**src/rtl/fd_pkg.sv**
```systemverilog
`default_nettype none
package fd_pkg;

    localparam int unsigned AddrW = 5;

    localparam logic [1:0] PH_NORMAL = 2'd0;
    localparam logic [1:0] PH_FREEFALL = 2'd1;
    localparam logic [1:0] PH_IMPACT = 2'd2;

    localparam logic [2:0] REG_LOW_G = 3'd0;
    localparam logic [2:0] REG_DIRECT_IMPACT = 3'd1;
    localparam logic [2:0] REG_IMPACT = 3'd2;
    localparam logic [2:0] REG_EVENT_WINDOW = 3'd3;
    localparam logic [2:0] REG_STILL_TIME = 3'd4;
    localparam logic [2:0] REG_TILT_CHANGE = 3'd5;
    localparam logic [2:0] REG_CANCEL_WINDOW = 3'd6;

    localparam logic [15:0] STILL_ACCEL_LIMIT = 16'd192;
    localparam logic [15:0] STILL_RATE_LIMIT = 16'd307;

    typedef struct packed {
        logic [15:0] low_g_level;
        logic [15:0] direct_impact_level;
        logic [15:0] impact_level;
        logic [15:0] event_window_ms;
        logic [15:0] still_time_ms;
        logic [27:0] tilt_change_sq;
        logic [15:0] cancel_window_ms;
    } t_cfg;

    typedef struct packed {
        logic [31:0] time_ms;
        logic [15:0] raw_accel;
        logic [15:0] linear_accel;
        logic [15:0] turn_rate;
        logic signed [14:0] roll_angle;
        logic signed [14:0] pitch_angle;
        logic clear_alert;
    } t_sample;

endpackage
`default_nettype wire

```
**src/rtl/fd_cfg.sv**
```systemverilog
`default_nettype none
module fd_cfg
    import fd_pkg::*;
(
    input  wire              i_clk,
    input  wire              i_rst_n,
    input  wire              psel,
    input  wire              penable,
    input  wire              pwrite,
    input  wire [AddrW-1:0]  paddr,
    input  wire [31:0]       pwdata,
    output logic [31:0]      prdata,
    output logic             pready,
    output t_cfg             o_cfg
);

    logic [15:0] r_low_g;
    logic [15:0] r_direct;
    logic [15:0] r_impact;
    logic [15:0] r_event;
    logic [15:0] r_still;
    logic [13:0] r_tilt;
    logic [27:0] r_tilt_sq;
    logic [15:0] r_cancel;
    logic        wr_en;
    logic [2:0]  wr_idx;
    logic [27:0] n_tilt_sq;

    assign pready = 1'b1;
    assign wr_en = psel && penable && pwrite;
    assign wr_idx = paddr[AddrW-1:2];
    assign n_tilt_sq = 28'(pwdata[13:0]) * 28'(pwdata[13:0]);

    always_ff @(posedge i_clk) begin
        if (!i_rst_n) begin
            r_low_g <= 16'd1280;
            r_direct <= 16'd8960;
            r_impact <= 16'd6400;
            r_event <= 16'd1000;
            r_still <= 16'd2000;
            r_tilt <= 14'd2880;
            r_tilt_sq <= 28'd8294400;
            r_cancel <= 16'd10000;
        end else if (wr_en) begin
            case (wr_idx)
                REG_LOW_G: r_low_g <= pwdata[15:0];
                REG_DIRECT_IMPACT: r_direct <= pwdata[15:0];
                REG_IMPACT: r_impact <= pwdata[15:0];
                REG_EVENT_WINDOW: r_event <= pwdata[15:0];
                REG_STILL_TIME: r_still <= pwdata[15:0];
                REG_TILT_CHANGE: begin
                    r_tilt <= pwdata[13:0];
                    r_tilt_sq <= n_tilt_sq;
                end
                REG_CANCEL_WINDOW: r_cancel <= pwdata[15:0];
                default: ;
            endcase
        end
    end

    always_comb begin
        case (wr_idx)
            REG_LOW_G: prdata = {16'd0, r_low_g};
            REG_DIRECT_IMPACT: prdata = {16'd0, r_direct};
            REG_IMPACT: prdata = {16'd0, r_impact};
            REG_EVENT_WINDOW: prdata = {16'd0, r_event};
            REG_STILL_TIME: prdata = {16'd0, r_still};
            REG_TILT_CHANGE: prdata = {18'd0, r_tilt};
            REG_CANCEL_WINDOW: prdata = {16'd0, r_cancel};
            default: prdata = 32'd0;
        endcase
    end

    assign o_cfg.low_g_level = r_low_g;
    assign o_cfg.direct_impact_level = r_direct;
    assign o_cfg.impact_level = r_impact;
    assign o_cfg.event_window_ms = r_event;
    assign o_cfg.still_time_ms = r_still;
    assign o_cfg.tilt_change_sq = r_tilt_sq;
    assign o_cfg.cancel_window_ms = r_cancel;

endmodule
`default_nettype wire

```
**config.mk**
```make
export PLATFORM = sky130hd
export DESIGN_NAME = fd_cfg
export DESIGN_NICKNAME = d
export VERILOG_FILES = /design/src/rtl/fd_pkg.sv /design/src/rtl/fd_cfg.sv
export SDC_FILE = /design/constraint.sdc
export NUM_CORES = 1
export LEC_CHECK = 0
export BUFFER_PORTS_ARGS = -buffer_cell sky130_fd_sc_hd__buf_2
export CAP_MARGIN = 20
export CORE_ASPECT_RATIO = 1.1
export CORE_MARGIN = 5
export CORE_UTILIZATION = 25
export DETAILED_ROUTE_END_ITERATION = 7
export GPL_TIMING_DRIVEN = 0
export PLACE_DENSITY = 0.45
export SLEW_MARGIN = 20
export SYNTH_ARGS = -nofsm -noshare
export SYNTH_HDL_FRONTEND = slang
export SYNTH_SLANG_ARGS = --single-unit
```
**constraint.sdc**
```tcl
create_clock -name i_clk -period 10.6 [get_ports i_clk]
set_clock_uncertainty 0.1 [all_clocks]
set_input_delay 0.53 -clock i_clk [delete_from_list [all_inputs] [get_ports i_clk]]
set_output_delay 0.53 -clock i_clk [all_outputs]
set_load 0.02 [all_outputs]
```
==> impl_results.md <==
* GR Overflow Total at 0
* RSZ-0062 raised after global routing: no
* CP Class: input pin to register
* YS warnings at 0
* Tcrit/Tclk final at 70.21%
* Hold Slack at 0.3225 ns
* IO Port Bufs at 160
* Hold Path Class: input pin to register
* Critical path startpoint category: input pin
* DR DRC count at 0
* Largest net degree at the start of global routing at 17
* Crit-path cells: buf_2, clkbuf_1, clkbuf_1, nand2_1, inv_1, fa_1, inv_1, fa_1, inv_1, fa_1, fa_1, fa_1, inv_1, fa_1, inv_1, ha_1, a21oi_1, nand2_1, o31a_1, o22ai_1, o21ai_0, xnor2_1, o211ai_1
* Count leader, synth: nand2_1
* CTS tree: done
* Max VDD drop at 194.7 uV
* Number of buffers added for setup after CTS at 0
* PD cells at 252.5 nW/um^2
* Buf/Inv on CP at 8
* Setup violations, final at 0
* Largest area contributor in the netlist: dfxtp_1
* CTS root buf: clkbuf_16
* Cell family with most CP delay: adder cells
* ANT nets after route at 0
* Die Y at 237.2 um
* DR WL/cell at 20.57 um
* Primary FF master, synth: dfxtp_1
* Slew Limit Fails at 0
* Synth unique cells at 63
* EDFF count, synth at 0
* Flops & latches, synth at 136
* CTS Buf Count at 17
* Setup TNS at 0 ns
* Syn avg cell area at 8.456 um^2
* Async SR Flop Fraction at 0%
* Status: finished clean
* Sequential Power Share at 15.0%
* Share of layout cells above drive strength 1 at 15.55%
* Number of global-route vias before repair at 10520
* Hold buffers post-CTS at 0
* Gate power share at 67.5%
* Clock latency at the later pin of the worst-skew pair at 0.42 ns
* Sw Ratio at 48.85%
* Clock power frac at 17.5%
* Post-Synthesis Cells at 1388
* Number of diodes at 0
* H-tree Lvls at 4
* Drt via density at 4.707
* Leakage at 6.611 nW
* First-pass GRT wire length at 67.28 mm
* Final HPWL DP at 36.04 mm
* Top cell by count, worst path: fa_1
* Seq/Total Area, Yosys at 23.20%
* Die Width at 216.6 um
* Max FO, Critical Path at 10
* Slowest stage delay, CP at 0.80 ns
* Worst slew margin at 31.44%
* Slew @ Worst Pin at 1.028 ns
* Nets at 1830
* Synth top area share at 23.20%
* Drt total wl at 45.05 mm
* DR pass1 iterations at 5
* Power Total at 3.520 mW
* F_max at 134.4 MHz
* Synth top area cells: dfxtp_1 (23%), fa_1 (19%), nand2_1 (9.8%)
* Clk buf depth at 2
* Via count at 10310
* Worst path required time at 10.78 ns
* Cts repair resizes at 0
* Cell row count at 83
* Starting Density at 25.23%
* Slowest-stage cell, CP: clkbuf_1
* Die ar. at 51380 um^2
* Initial antenna violation count at 1
* Layout fillers at 5019
* Psw at 1.719 mW
* Final min period at 7.442 ns
* Clock-pin slew on the worst setup and hold paths at 0.06 ns
* Final hold vios at 0
* Placer Congestion at 0.8867
* Core ar. at 46520 um^2
* Ports at 199
* All-Layer GR Usage at 17.20%
* Critical path endpoint category: register
* Mapped cell area at 11740 um^2
* Drt initial violations at 621
* Int Power at 1.800 mW
* Synth top cells by count: nand2_1 (307), inv_1 (174), dfxtp_1 (136), fa_1 (113), ha_1 (92)
* Worst endpoint data arrival time at 7.62 ns
* Clock Sink Count at 136
* Area growth syn-to-layout at 18.77%
* Max_cap viols at 0
-- power groups by stage --
stage | combinational, mW | clock, mW | sequential [mW]
after floorplan | 1.72 | 0 | 0.542
after global placement | 2.35 | 0 | 0.538
after detailed placement | 2.34 | 0 | 0.538
after CTS | 2.37 | 0.623 | 0.527
after global routing | 2.68 | 0.642 | 0.527
final | 2.38 | 0.616 | 0.527
-- state kept, by name, indices dropped and copies added, names as in the netlist --
register,count
r_impact,16
r_cancel,16
r_still,16
r_event,16
r_tilt,14
r_tilt_sq,26
r_low_g,16
r_direct,16
-- cell type report --
class / count / area, um^2 / share of cell area (%)
Inverter: 175 / 656.9 / 4.712
Sequential cell: 136 / 2723 / 19.53
Timing Repair Buffer: 160 / 800.8 / 5.745
Tap cell: 595 / 744.5 / 5.341
Buffer: 104 / 462.9 / 3.321
Clock inverter: 8 / 120.1 / 0.8617
Clock buffer: 23 / 478.0 / 3.429
Multi-Input combinational cell: 989 / 7954 / 57.06
-- final timing paths --
| kind | start | end | slack, ns | depth (start not counted) |
|---|---|---|---|---|
| worst max-delay path | pwdata[7] | r_tilt_sq[20] | 3.16 | 23 |
| worst min-delay path | pwdata[14] | r_cancel[14] | 0.32 | 3 |
| worst min register to register | r_tilt[2] | r_tilt[2] | 0.37 | 2 |
| worst max register to register | r_tilt_sq[25] | r_tilt_sq[25] | 9.41 | 3 |
-- per-stage QoR --
stage	setup WS [ns]	util [%]	instances	instance area (um^2)
4_1_cts	3.215	29.96	2190	13940
6_report	3.158	29.96	2190	13940
3_3_place_gp	2.811	28.68	2159	13340
5_1_grt	2.875	29.96	2190	13940
2_1_floorplan	4.405	-	1404	11800
3_5_place_dp	2.777	28.68	2159	13340
-- cells in the final DEF (no fill, tap or decap), types with 3 or more instances in the layout --
cell,Yosys,routed
a21boi_0,86,86
a21o_1,9,9
a21oi_1,30,30
a22oi_1,12,12
a31oi_1,10,10
and2_1,34,34
buf_1,7,7
buf_2,1,161
buf_4,19,19
bufinv_16,0,3
clkbuf_1,77,80
clkbuf_16,0,17
clkbuf_8,0,3
clkinv_2,0,3
conb_1,2,18
dfxtp_1,136,136
fa_1,113,113
ha_1,92,92
inv_1,174,174
mux2_2,20,20
mux2i_1,16,16
mux4_2,7,7
nand2_1,307,307
nand2b_1,4,4
nand3_1,22,22
nand4_1,11,11
nor2_1,33,33
nor2b_1,10,10
nor3_1,3,3
o211ai_1,29,29
o21a_1,4,4
o21ai_0,32,32
o221ai_1,6,6
o22ai_1,4,4
or2_2,6,6
or3_1,4,4
xnor2_1,20,20
xor2_1,12,12
-- tightest hold or removal path: stages --
cell	delay, ns
buf_2	0.14
nand2_1	0.06
a21boi_0	0.06
-- metal layers --
layer	global-route usage (%)	wire (um)	vias to the layer above
met5	0	0	-
met4	4.954	1101	0
met3	2.675	2596	57
met2	29.93	21810	338
met1	22.14	19540	5045
li1	-	-	4869
-- cell families (layout without fill, tap and decap cells) --
group / count (synthesis) / in the layout / share of synthesized area [%]
AO/OA/AOI/OAI: 250 / 250 / 15.02
other: 2 / 18 / 0.06399
multiplexers: 43 / 43 / 4.627
flip-flops: 136 / 136 / 23.20
AND/OR/NAND/NOR: 441 / 441 / 16.08
XOR/XNOR: 32 / 32 / 2.388
buffers and inverters: 279 / 470 / 9.542
adder cells (fa/ha/maj): 205 / 205 / 29.08
Power figures use the tool's default switching activity.
